==> config.mk <==
export PLATFORM = sky130hd
export DESIGN_NAME = hstw_back
export DESIGN_NICKNAME = d
export VERILOG_FILES = /design/src/rtl/hstw_pkg.sv /design/src/rtl/hstw_back.sv
export SDC_FILE = /design/constraint.sdc
export NUM_CORES = 1
export LEC_CHECK = 0
export BUFFER_PORTS_ARGS = -buffer_cell sky130_fd_sc_hd__buf_2
export CAP_MARGIN = 20
export CORE_MARGIN = 2
export CORE_UTILIZATION = 53
export DETAILED_ROUTE_END_ITERATION = 10
export PLACE_DENSITY = 0.78
export SLEW_MARGIN = 10
export SYNTH_ARGS = -nofsm -noshare
export SYNTH_HDL_FRONTEND = slang
export SYNTH_SLANG_ARGS = --single-unit
==> constraint.sdc <==
create_clock -name clk_i -period 6.62 [get_ports clk_i]
set_input_delay 0.662 -clock clk_i [delete_from_list [all_inputs] [get_ports clk_i]]
set_output_delay 0.662 -clock clk_i [all_outputs]
set_load 0.03 [all_outputs]
==> src/rtl/hstw_pkg.sv <==
// ----------------------------------------------------------------------------
// Hex string checker package
// Shared types, codes and constants for the hex string to word checker.
// ----------------------------------------------------------------------------
`default_nettype none

package hstw_pkg;

  localparam int unsigned CharW  = 8;
  localparam int unsigned WordW  = 32;
  localparam int unsigned CountW = 4;
  localparam int unsigned ModeW  = 2;
  localparam int unsigned StatW  = 2;
  localparam int unsigned CfgIdxW = 2;

  localparam logic [CountW-1:0] CountCap = 4'd9;

  localparam logic [CharW-1:0] ChZero = 8'h30;
  localparam logic [CharW-1:0] ChNine = 8'h39;
  localparam logic [CharW-1:0] ChUpA  = 8'h41;
  localparam logic [CharW-1:0] ChUpF  = 8'h46;
  localparam logic [CharW-1:0] TenOff = 8'd10;

  localparam logic [CountW-1:0] Limit8  = 4'd2;
  localparam logic [CountW-1:0] Limit16 = 4'd4;
  localparam logic [CountW-1:0] Limit32 = 4'd8;

  localparam logic [ModeW-1:0] ModeW8    = 2'd0;
  localparam logic [ModeW-1:0] ModeW16   = 2'd1;
  localparam logic [ModeW-1:0] ModeW32   = 2'd2;
  localparam logic [ModeW-1:0] ModeUnkn  = 2'd3;

  localparam logic [StatW-1:0] StOk     = 2'd0;
  localparam logic [StatW-1:0] StFormat = 2'd1;
  localparam logic [StatW-1:0] StRange  = 2'd2;
  localparam logic [StatW-1:0] StMode   = 2'd3;

  localparam logic [CfgIdxW-1:0] RegWidthMode = 2'd0;
  localparam logic [CfgIdxW-1:0] RegRangeMin  = 2'd1;
  localparam logic [CfgIdxW-1:0] RegRangeMax  = 2'd2;

  localparam int unsigned QDepth = 2;
  localparam int unsigned QPtrW  = $clog2(QDepth);
  localparam int unsigned QCntW  = $clog2(QDepth + 1);

  typedef struct packed {
    logic [3:0] digit;
    logic       bad;
    logic       take;
    logic       ends;
  } char_beat_t;

  typedef struct packed {
    logic [ModeW-1:0] width_mode;
    logic [WordW-1:0] range_min;
    logic [WordW-1:0] range_max;
  } cfg_t;

endpackage

`default_nettype wire

==> src/rtl/hstw_back.sv <==
// ----------------------------------------------------------------------------
// Hex string checker back end
// Accumulates digits, checks the finished string and holds the result beat.
// ----------------------------------------------------------------------------
`default_nettype none

module hstw_back (
  input  wire logic                         clk_i,
  input  wire logic                         rst_ni,
  input  wire hstw_pkg::cfg_t               cfg_i,
  input  wire logic                         beat_avail_i,
  input  wire hstw_pkg::char_beat_t         beat_i,
  output logic                              beat_pop_o,
  output logic                              out_valid_o,
  input  wire logic                         out_stall_i,
  output logic [hstw_pkg::StatW-1:0]        status_o,
  output logic [hstw_pkg::WordW-1:0]        value_o
);

  logic [hstw_pkg::WordW-1:0]  acc_q, acc_d, acc_n;
  logic [hstw_pkg::CountW-1:0] cnt_q, cnt_d, cnt_n;
  logic                        bad_q, bad_d, bad_n;
  logic                        out_valid_q, out_valid_d;
  logic [hstw_pkg::StatW-1:0]  status_q, status_d;
  logic [hstw_pkg::WordW-1:0]  value_q, value_d;
  logic [hstw_pkg::CountW-1:0] limit;
  logic                        out_free, pop, finish;

  assign out_free   = !out_valid_q || !out_stall_i;
  assign pop        = beat_avail_i && (!beat_i.ends || out_free);
  assign finish     = pop && beat_i.ends;
  assign beat_pop_o = pop;

  always_comb begin
    acc_n = acc_q;
    bad_n = bad_q;
    cnt_n = cnt_q;
    if (beat_i.take) begin
      if (beat_i.bad) begin
        bad_n = 1'b1;
      end else begin
        acc_n = {acc_q[hstw_pkg::WordW-5:0], beat_i.digit};
      end
      if (cnt_q < hstw_pkg::CountCap) begin
        cnt_n = cnt_q + 1'b1;
      end
    end
  end

  always_comb begin
    unique case (cfg_i.width_mode)
      hstw_pkg::ModeW8:  limit = hstw_pkg::Limit8;
      hstw_pkg::ModeW16: limit = hstw_pkg::Limit16;
      default:           limit = hstw_pkg::Limit32;
    endcase
  end

  always_comb begin
    status_d = hstw_pkg::StOk;
    value_d  = '0;
    if (cfg_i.width_mode == hstw_pkg::ModeUnkn) begin
      status_d = hstw_pkg::StMode;
    end else if (cnt_n == '0 || cnt_n > limit || bad_n) begin
      status_d = hstw_pkg::StFormat;
    end else if (acc_n < cfg_i.range_min || acc_n > cfg_i.range_max) begin
      status_d = hstw_pkg::StRange;
    end else begin
      value_d = acc_n;
    end
  end

  always_comb begin
    acc_d = acc_q;
    cnt_d = cnt_q;
    bad_d = bad_q;
    if (pop) begin
      if (beat_i.ends) begin
        acc_d = '0;
        cnt_d = '0;
        bad_d = 1'b0;
      end else begin
        acc_d = acc_n;
        cnt_d = cnt_n;
        bad_d = bad_n;
      end
    end
    out_valid_d = out_valid_q;
    if (finish) begin
      out_valid_d = 1'b1;
    end else if (!out_stall_i) begin
      out_valid_d = 1'b0;
    end
  end

  always_ff @(posedge clk_i or negedge rst_ni) begin
    if (!rst_ni) begin
      acc_q       <= '0;
      cnt_q       <= '0;
      bad_q       <= 1'b0;
      out_valid_q <= 1'b0;
    end else begin
      acc_q       <= acc_d;
      cnt_q       <= cnt_d;
      bad_q       <= bad_d;
      out_valid_q <= out_valid_d;
    end
  end

  always_ff @(posedge clk_i) begin
    if (finish) begin
      status_q <= status_d;
      value_q  <= value_d;
    end
  end

  assign out_valid_o = out_valid_q;
  assign status_o    = status_q;
  assign value_o     = value_q;

endmodule

`default_nettype wire

==> results of run 1 <==
## flip-flops by register name (all words and copies together) (netlist names)
register	count
status_o	2
value_o	32
acc_q	32
cnt_q	4
bad_q	1
out_valid_o	1
## stage by stage
step	worst slack, ns	power, uW	instance area [um2]
floorplan	3.36	611	5070
CTS	2.71	1030	5900
finish	2.71	1030	5930
global route	2.54	1080	5930
detailed placement	2.37	676	5700
global placement	2.52	670	5700
## metal layers
layer	track usage	share of wire
met5	0	0
met4	0.0923	0.018
met3	0.0527	0.054
met2	0.427	0.49
met1	0.337	0.43
## where the power goes
| part | switching (uW) | internal [uW] | total [uW] |
|---|---|---|---|
| Combinational | 116 | 65.3 | 181 |
| Sequential | 8.66 | 482 | 490 |
| Clock | 165 | 194 | 360 |
## worst paths after layout
path,startpoint,end,slack (ns),depth (start not counted)
worst max-delay path,beat_i[1],status_o[1],2.71,11
worst min-delay path,rst_ni,out_valid_o,0.44,1
worst max register to register,cnt_q[0],value_o[0],3.37,13
worst min register to register,acc_q[29],acc_q[29],0.49,2
max in group asynchronous,rst_ni,acc_q[14],5.61,1
min in group clk_i,acc_q[29],acc_q[29],0.49,2
## kinds of logic (layout without fill, tap and decap cells)
family,Yosys count,in the layout,synth area share
DFF,72,72,0.389
adders and majority gates,68,68,0.168
muxes,32,32,0.0708
buffers and inverters,95,204,0.0760
AOI/OAI and AO/OA,106,106,0.132
and+or+nand+nor,194,194,0.165
## worst reg2reg max path, cell delays in order, from the launching register on
cell,delay (ns)
dfrtp_1,0.48
inv_1,0.12
ha_1,0.20
nand2b_1,0.09
a21boi_1,0.37
nor2_1,0.08
a21oi_1,0.22
ha_1,0.18
inv_1,0.03
a21o_1,0.16
a21oi_1,0.16
o211a_2,0.68
inv_1,0.13
nor3_1,0.18
## layout make-up
cell class	count	area [um2]
clock inverters	3	40.0
flip-flops and latches	72	1970
multi-input cells	400	2720
fillers	812	3350
inverters	72	270
well taps	129	161
repair buffers	116	611
clock buffers	13	159
## layout by cell type, fill, tap and decap left out, types with 2 or more instances in the layout
cell      count
o211ai_1      3
a211oi_1      3
or3_1         2
clkbuf_8     11
ha_1         68
a221o_1       2
nand4_1      15
nand2b_1      3
a22o_1        3
o21a_1        2
inv_1        71
a21o_1        5
and3_1        4
buf_2       112
a31oi_1       3
o31ai_1       3
o21ai_0      38
buf_4         3
a21oi_1      27
clkinv_2      2
nand2_1     108
nand3_1       6
nor2_1       43
o22ai_1       2
dfrtp_1      38
nor3_1        3
mux2_2       31
and3b_1       4
edfxtp_1     34
nor4_1        3
clkbuf_1      2
==> flow_metrics.py, run 1 <==
metrics = {
    "synth": {
        "syn_nets": 712,
        "yosys_warnings": 0,
        "yosysMostFrequentCell": "nand2_1",
        "yosysSeqAreaShare": 0.389,
        "synth.cell_area_um2": 5070,
        "avgSynthCellArea_um2": 8.95,
        "async_reset_ff_frac": 0.528,
        "synth_area_leaders": "edfxtp_1 (20%), dfrtp_1 (19%), ha_1 (17%), nand2_1 (8.0%), mux2_2 (6.9%)",
        "synth_top_flop_cell": "dfrtp_1",
        "synthCells": 567,
        "synth_common_cells": "nand2_1 (108), inv_1 (71), ha_1 (68), nor2_1 (43)",
        "ys_ff_latch": 72,
        "synth-edff-count": 34,
        "yosysTopAreaCell": "edfxtp_1",
        "synth_top_cell_area_share": 0.201,
        "synth.distinct_cells": 50,
    },
    "cells_and_area": {
        "fin_cells": 805,
        "syn_to_final_growth_pct": 16.9,
        "antennaDiodeCount": 0,
        "nets": 816,
        "final_util": 0.639,
        "drive_above_1_share": 0.243,
    },
    "cts": {
        "clk_pin_slew_ns": 0.08,
        "insertion_delay_ns": 0.35,
        "post-cts-setup-buffers": 0,
        "cts_buffers": 9,
        "clockBufferDepth": 2,
        "holdBufCountCts": 0,
        "htreeDepth": 3,
        "cts_tree": "done",
        "cts_resized": 0,
        "cts_sinks": 72,
        "clockRootBuffer": "clkbuf_8",
    },
    "setup_path": {
        "crit_buf_inv": 2,
        "crit_path_max_fanout": 33,
        "cpLargestDelayFamily": "compound AO/OA/AOI/OAI gates",
        "crit_type": "input pin to register",
        "cp_cell_sequence": "buf_2 > nand2b_1 > buf_4 > mux2_2 > ha_1 > nand4_1 > nor4_1 > a31oi_1 > o31ai_1 > o211ai_4 > a22o_1",
        "slowest_stage": "nor4_1",
        "max_stage_delay_ns": 0.56,
        "worstPathRequired_ns": 6.73,
        "start_kind": "input pin",
        "crit_path_end_kind": "register",
        "worstPathArrival_ns": 4.01,
    },
    "die": {
        "pin_count": 113,
        "initial_core_util": 0.546,
        "rows": 35,
        "dieHeight_um": 102,
        "die_x_um": 102,
        "core_area_um2": 9280,
        "dieArea_um2": 10400,
    },
    "detailed_routing": {
        "drtPass1Iterations": 4,
        "viasPerCell": 5.60,
        "ant_nets": 0,
        "wl_per_cell_um": 15.9,
        "vias": 4507,
        "drc": 0,
        "first_iter_violations": 151,
        "wirelength_mm": 12.8,
    },
    "sta": {
        "hold_slack_ns": 0.439,
        "skew_ns": 0.0120,
        "post-route-min-period_ns": 3.91,
        "slew_headroom": 0.392,
        "fin_tns_setup_ns": 0,
        "worst_slew_pin_slew_ns": 0.908,
        "hold_viol": 0,
        "final_max_slew_viol_count": 0,
        "period_share": 0.590,
        "max_freq_mhz": 256,
        "setup_viol": 0,
        "rsz0062_at_grt": "no",
    },
    "pwr": {
        "peakVddDrop_v": 0.000106,
        "p_leak_uw": 0.00298,
        "powerDensity_nw_per_um2": 174,
    },
    "global_route": {
        "grt_max_degree": 39,
        "grt-ovfl-total": 0,
        "grt_antenna_before_repair": 0,
        "grt_pass1_wl_mm": 20.7,
        "grt_pass1_vias": 4414,
        "grt.total_usage": 0.258,
    },
    "worst_hold_path": {
        "hp-class": "input pin to asynchronous set/reset pin",
    },
    "placement": {
        "portBuffers": 112,
        "gp_congestion": 0.922,
        "dp_cells": 788,
        "dp_hpwl_mm": 9.51,
    },
    "outcome": {
        "status": "finished, final reports clean",
    },
    "run": {
        "maxCapViolations": 0,
    },
}
(Power assumes the default switching activity.)
==> run 2: changes to the inputs <==
--- a/config.mk
+++ b/config.mk
@@ -5,10 +5,11 @@
 export SDC_FILE = /design/constraint.sdc
 export NUM_CORES = 1
 export LEC_CHECK = 0
+export ABC_AREA = 1
 export BUFFER_PORTS_ARGS = -buffer_cell sky130_fd_sc_hd__buf_2
 export CAP_MARGIN = 20
 export CORE_MARGIN = 2
-export CORE_UTILIZATION = 53
+export CORE_UTILIZATION = 50
 export DETAILED_ROUTE_END_ITERATION = 10
 export PLACE_DENSITY = 0.78
 export SLEW_MARGIN = 10
==> constraint.sdc (replaced) <==
create_clock -name clk_i -period 3.4 [get_ports clk_i]
set_input_delay 0.34 -clock clk_i [delete_from_list [all_inputs] [get_ports clk_i]]
set_output_delay 0.34 -clock clk_i [all_outputs]
set_load 0.03 [all_outputs]
==> run 2 against run 1 <==
Core utilization is 1.5 points lower. Highest routed layer unchanged. Clock skew is 0.0024 ns lower. Non-clock buffer count is 28 higher. Critical endpoint is now value_o[16]. Sequential power is 110% higher.
==> flow_metrics.py, run 2 <==
metrics = {
    "sta": {
        "fin_ws_ns": 0.344,
        "worst_slew_pin_slew_ns": 0.873,
        "period_share": 0.899,
        "hold_viol": 0,
        "rsz0062_at_grt": "no",
        "post-route-min-period_ns": 3.06,
        "final_max_slew_viol_count": 0,
        "fin_tns_setup_ns": 0,
        "slew_headroom": 0.418,
        "hold_slack_ns": 0.0966,
        "max_freq_mhz": 327,
        "setup_viol": 0,
        "skew_ns": 0.00954,
    },
    "cells_and_area": {
        "syn_to_final_growth_pct": 22.6,
        "drive_above_1_share": 0.276,
        "fillers": 825,
        "antennaDiodeCount": 0,
        "multi_input_area_um2": 2320,
        "fin_cells": 866,
        "layout_commonest_cell": "inv_1",
        "final_cell_mix": "inv_1 (146), buf_2 (112), nand2_1 (92)",
        "regArea_um2": 1970,
        "nets": 873,
    },
    "placement": {
        "portBuffers": 112,
        "dpl_worst_slack_ns": 0.0234,
        "gp_congestion": 0.928,
        "dp_cells": 850,
        "dp_hpwl_mm": 9.59,
    },
    "global_route": {
        "grt_antenna_before_repair": 0,
        "grt-ovfl-total": 0,
        "grt_max_degree": 39,
        "grt_pass1_wl_mm": 19.4,
        "grt_pass1_vias": 4464,
        "grt.total_usage": 0.235,
    },
    "die": {
        "die_x_um": 103,
        "dieHeight_um": 103,
        "rows": 36,
        "dieArea_um2": 10700,
        "core_area_um2": 9680,
        "pin_count": 113,
        "initial_core_util": 0.509,
    },
    "detailed_routing": {
        "wirelength_mm": 12.0,
        "ant_nets": 0,
        "drc": 0,
        "vias": 4435,
        "drtPass1Iterations": 5,
        "viasPerCell": 5.12,
        "first_iter_violations": 179,
        "wl_per_cell_um": 13.8,
    },
    "setup_path": {
        "crit_buf_inv": 7,
        "crit_path_max_fanout": 21,
        "crit_path_end_kind": "register",
        "crit_type": "input pin to register",
        "start_kind": "input pin",
        "slowest_stage": "o21ai_0",
        "max_stage_delay_ns": 0.37,
        "worstPathArrival_ns": 3.15,
        "cpLargestDelayFamily": "buffers and inverters",
        "cp_cell_sequence": "buf_2 > inv_1 > nand2_2 > buf_4 > o21ai_0 > inv_1 > ha_1 > nand2_1 > inv_1 > nand3_1 > nor2_1 > inv_1 > o21ai_0 > nand2_1 > nand3_1 > nand2_1 > nand3_4 > buf_4 > nor2_1",
        "worstPathRequired_ns": 3.49,
        "crit_top_cell": "inv_1",
    },
    "synth": {
        "synth_top_cell_area_share": 0.207,
        "synth_area_leaders": "edfxtp_1 (21%), dfrtp_1 (19%), ha_1 (17%), inv_1 (11%), nand2_1 (7.0%)",
        "yosysMostFrequentCell": "inv_1",
        "synth.cell_area_um2": 4930,
        "synth_top_flop_cell": "dfrtp_1",
        "yosysTopAreaCell": "edfxtp_1",
        "ys_ff_latch": 72,
        "synth.distinct_cells": 33,
        "syn_nets": 734,
        "avgSynthCellArea_um2": 8.37,
        "yosysSeqAreaShare": 0.400,
        "synth_common_cells": "inv_1 (146), nand2_1 (92), ha_1 (68), o21ai_0 (46), dfrtp_1 (38)",
        "async_reset_ff_frac": 0.528,
        "yosys_warnings": 0,
        "synthCells": 589,
        "synth-edff-count": 34,
    },
    "cts": {
        "holdBufCountCts": 0,
        "post-cts-setup-buffers": 0,
        "cts_sinks": 72,
        "clockBufferDepth": 2,
        "cts_buffers": 9,
        "insertion_delay_ns": 0.36,
        "cts_resized": 0,
        "clockRootBuffer": "clkbuf_8",
        "clk_pin_slew_ns": 0.08,
        "htreeDepth": 3,
        "cts_tree": "done",
    },
    "pwr": {
        "powerDensity_nw_per_um2": 412,
        "p_total_uw": 2490,
        "p_leak_uw": 0.00342,
        "peakVddDrop_v": 0.000202,
    },
    "run": {
        "maxCapViolations": 0,
    },
    "outcome": {
        "status": "finished, final reports clean",
    },
    "worst_hold_path": {
        "hp-class": "input pin to asynchronous set/reset pin",
    },
}
==> run 2: changes by cell type in the layout (fill, tap and decap cells not counted), sizes merged, moves of 5 or more <==
cell   change
inv       +77
mux2      -31
o22ai     +31
buf       +28
nand4     -12
nand2     -11
o21ai      +9
a21oi      +8
a21o       -5
==> run 2: through the flow <==
stage / area (um2) / util
floorplan: 4930 / -
global placement: 5820 / 0.601
detailed placement: 5820 / 0.601
CTS: 6040 / 0.624
global route: 6040 / 0.624
finish: 6040 / 0.624
==> run 2: worst reg2reg max path: stages (launching register included) <==
cell and delay, ns:
dfrtp_1 0.39, o21ai_0 0.38, inv_1 0.14, ha_1 0.30, nand2_1 0.05, inv_1 0.07
nand3_1 0.06, nor2_1 0.14, inv_1 0.05, o21ai_0 0.28, nand2_1 0.11, nand3_1 0.08
nand2_1 0.10, nand3_4 0.11, buf_4 0.23, nor2_1 0.06
==> run 2: where the power goes <==
group          switching [uW]  internal (uW)
sequential               32.2            977
clock                     341            414
combinational             444            280
==> run 2: kinds of logic (layout without fill, tap and decap cells) <==
group	after synthesis	count (layout)	synth area share
xor+xnor	2	2	0.00508
simple gates	159	159	0.151
flops	72	72	0.400
buf+inv	163	307	0.129
compound gates	125	125	0.142
fa+ha+maj	68	68	0.173
==> run 2: area by class of cell <==
class,count,share of cell area
inverters,147,0.0913
multi-input cells,354,0.384
well taps,133,0.0275
repair buffers,144,0.135
clock inverters,7,0.0157
flip-flops and latches,72,0.326
clock buffers,9,0.0205
==> run 2: layer usage <==
metal	GRT usage	part of all wire	up-vias
li1	-	-	2188
met3	0.0477	0.060	24
met2	0.415	0.49	168
met4	0.0881	0.022	0
met5	0	0	-
met1	0.284	0.42	2055
==> run 2: path summary, 6_finish.rpt <==
| path | to | start | slack [ns] | cells after the start |
|---|---|---|---|---|
| worst max-delay path | value_o[16] | beat_i[2] | 0.34 | 19 |
| worst max register to register | value_o[16] | acc_q[6] | 0.57 | 15 |
| worst min-delay path | acc_q[28] | rst_ni | 0.1 | 1 |
| max in group asynchronous | acc_q[18] | rst_ni | 2.75 | 1 |
| worst min register to register | out_valid_o | out_valid_o | 0.49 | 2 |
| min in group clk_i | bad_q | beat_i[0] | 0.19 | 2 |
==> run 3: changes to the inputs <==
--- a/config.mk
+++ b/config.mk
@@ -12,6 +12,7 @@
 export CORE_UTILIZATION = 50
 export DETAILED_ROUTE_END_ITERATION = 10
 export PLACE_DENSITY = 0.78
+export RECOVER_POWER = 50
 export SLEW_MARGIN = 10
 export SYNTH_ARGS = -nofsm -noshare
 export SYNTH_HDL_FRONTEND = slang
==> run 3 against run 2 <==
The flow now finishes with violations (capacitance limit, slew limit). Critical path depth stayed put. Register-to-register slack is essentially flat. Hold slack improved by 0.091 ns. Critical endpoint unchanged. Via count is 0.79% lower. Power is 0.27% lower. Worst setup slack gained 0.0011 ns. Sequential power hardly changed. Die area is the same. Routed wire length hardly changed.
==> flow_metrics.py, run 3 (same netlist as run 2, synthesis figures left out) <==
metrics = {
    "outcome": {
        "status": "complete, but fails checks",
        "violations": "capacitance limit, slew limit",
    },
    "cells_and_area": {
        "nets": 873,
        "fillers": 846,
        "drive_above_1_share": 0.225,
        "syn_to_final_growth_pct": 21.5,
        "final_cell_mix": "inv_1 (146), nand2_1 (92), buf_2 (76)",
        "layout_commonest_cell": "inv_1",
        "final_util": 0.618,
        "antennaDiodeCount": 0,
    },
    "sta": {
        "hold_viol": 0,
        "rsz0062_at_grt": "no",
        "slew_headroom": -0.379,
        "setup_viol": 0,
        "final_max_slew_viol_count": 39,
        "fin_ws_ns": 0.346,
        "period_share": 0.898,
        "post-route-min-period_ns": 3.05,
        "max_freq_mhz": 327,
        "hold_slack_ns": 0.188,
        "fin_tns_setup_ns": 0,
        "skew_ns": 0.0101,
        "worst_slew_pin_slew_ns": 2.07,
    },
    "pwr": {
        "p_seq_frac": 0.407,
        "peakVddDrop_v": 0.000202,
        "p_leak_uw": 0.00331,
        "powerDensity_nw_per_um2": 414,
        "clkPwrFrac": 0.304,
        "p_sw_frac": 0.329,
        "p_sw_uw": 816,
        "p_comb_frac": 0.289,
        "internal-power_uw": 1660,
    },
    "cts": {
        "clockBufferDepth": 2,
        "clk_pin_slew_ns": 0.08,
        "clockRootBuffer": "clkbuf_8",
        "post-cts-setup-buffers": 0,
        "cts_buffers": 9,
        "cts_resized": 0,
        "htreeDepth": 3,
        "cts_tree": "done",
        "insertion_delay_ns": 0.36,
        "cts_sinks": 72,
        "holdBufCountCts": 0,
    },
    "global_route": {
        "met3_usage": 0.0477,
        "grt.total_usage": 0.235,
        "grt_antenna_before_repair": 0,
        "use_met1": 0.284,
        "grt_pass1_wl_mm": 19.4,
        "grt-ovfl-total": 0,
        "grt_max_degree": 39,
        "grt_pass1_vias": 4464,
        "top_usage_layer": "met2",
        "grt_use_met2": 0.415,
    },
    "detailed_routing": {
        "vias": 4400,
        "wl_per_cell_um": 13.8,
        "drtPass1Iterations": 6,
        "wirelength_mm": 12.0,
        "viasPerCell": 5.08,
        "drc": 0,
        "ant_nets": 0,
        "first_iter_violations": 183,
    },
    "run": {
        "maxCapViolations": 1,
    },
    "setup_path": {
        "r2r_end": "value_o[16]",
        "rr_startpoint": "acc_q[6]",
        "reg2reg_depth": 15,
        "worstPathArrival_ns": 3.15,
        "start_kind": "input pin",
        "crit_path_max_fanout": 21,
        "reg2reg_slack_ns": 0.58,
        "crit_type": "input pin to register",
        "crit_path_end_kind": "register",
        "worstPathRequired_ns": 3.49,
    },
    "die": {
        "initial_core_util": 0.509,
        "pin_count": 113,
        "rows": 36,
        "dieHeight_um": 103,
        "core_area_um2": 9680,
        "dieArea_um2": 10700,
        "die_x_um": 103,
    },
    "worst_hold_path": {
        "worstHoldStart": "beat_i[0]",
        "min_to": "bad_q",
        "hp-class": "input pin to register",
        "holdPathStages": 2,
    },
    "placement": {
        "gp_congestion": 0.928,
        "dpl_worst_slack_ns": 0.0234,
        "dp_hpwl_mm": 9.59,
        "portBuffers": 112,
    },
}
==> run 3: cell types whose count changed in the layout (fill, tap and decap cells not counted) <==
cell	before	now
clkbuf_1	0	37
buf_4	31	28
buf_2	112	76
clkbuf_2	0	2
==> run 3: per-layer routing <==
metal | wire length (um) | up-vias
li1 | - | 2189
met3 | 658 | 25
met4 | 269 | 0
met2 | 5920 | 153
met1 | 5110 | 2033
met5 | 0 | -
==> run 3: worst max-delay path by stage <==
stage                        to  depth (start not counted)  slack [ns]  startpoint
CTS                 value_o[16]                         17        0.39   beat_i[2]
global placement    value_o[16]                         19        0.17   beat_i[2]
floorplan            value_o[1]                         16        0.67   beat_i[2]
global route        value_o[16]                         17        0.08   beat_i[2]
detailed placement  value_o[16]                         17        0.02   beat_i[2]
finish              value_o[16]                         19        0.35   beat_i[2]
==> run 3: through the flow <==
step / area [um2] / power (uW) / instances
after floorplan: 4930 / 1490 / 589
after global placement: 5820 / 1710 / 850
after detailed placement: 5820 / 1750 / 850
after CTS: 6040 / 2500 / 866
after global routing: 5990 / 2640 / 866
final: 5990 / 2480 / 866
==> run 3: power groups by stage <==
stage,logic [uW],clock network (uW),registers [uW]
after floorplan,436,0,1050
after global placement,684,0,1020
after detailed placement,720,0,1030
after CTS,725,763,1010
after global routing,817,803,1020
final,717,754,1010
==> run 3: critical path, stage by stage <==
cell and delay (ns):
buf_2 0.11, inv_1 0.07, nand2_2 0.19, buf_4 0.27
o21ai_0 0.37, inv_1 0.14, ha_1 0.30, nand2_1 0.05
inv_1 0.07, nand3_1 0.06, nor2_1 0.14, inv_1 0.05
o21ai_0 0.28, nand2_1 0.11, nand3_1 0.08, nand2_1 0.10
nand3_4 0.11, buf_4 0.23, nor2_1 0.06
==> run 3: layout make-up <==
| cell class | count | area, um2 | share of cell area |
|---|---|---|---|
| clock buffers | 9 | 124 | 0.0207 |
| inverters | 147 | 552 | 0.0921 |
| flip-flops and latches | 72 | 1970 | 0.329 |
| clock inverters | 7 | 95.1 | 0.0159 |
| repair buffers | 144 | 759 | 0.127 |
| well taps | 133 | 166 | 0.0278 |
| multi-input cells | 354 | 2320 | 0.388 |
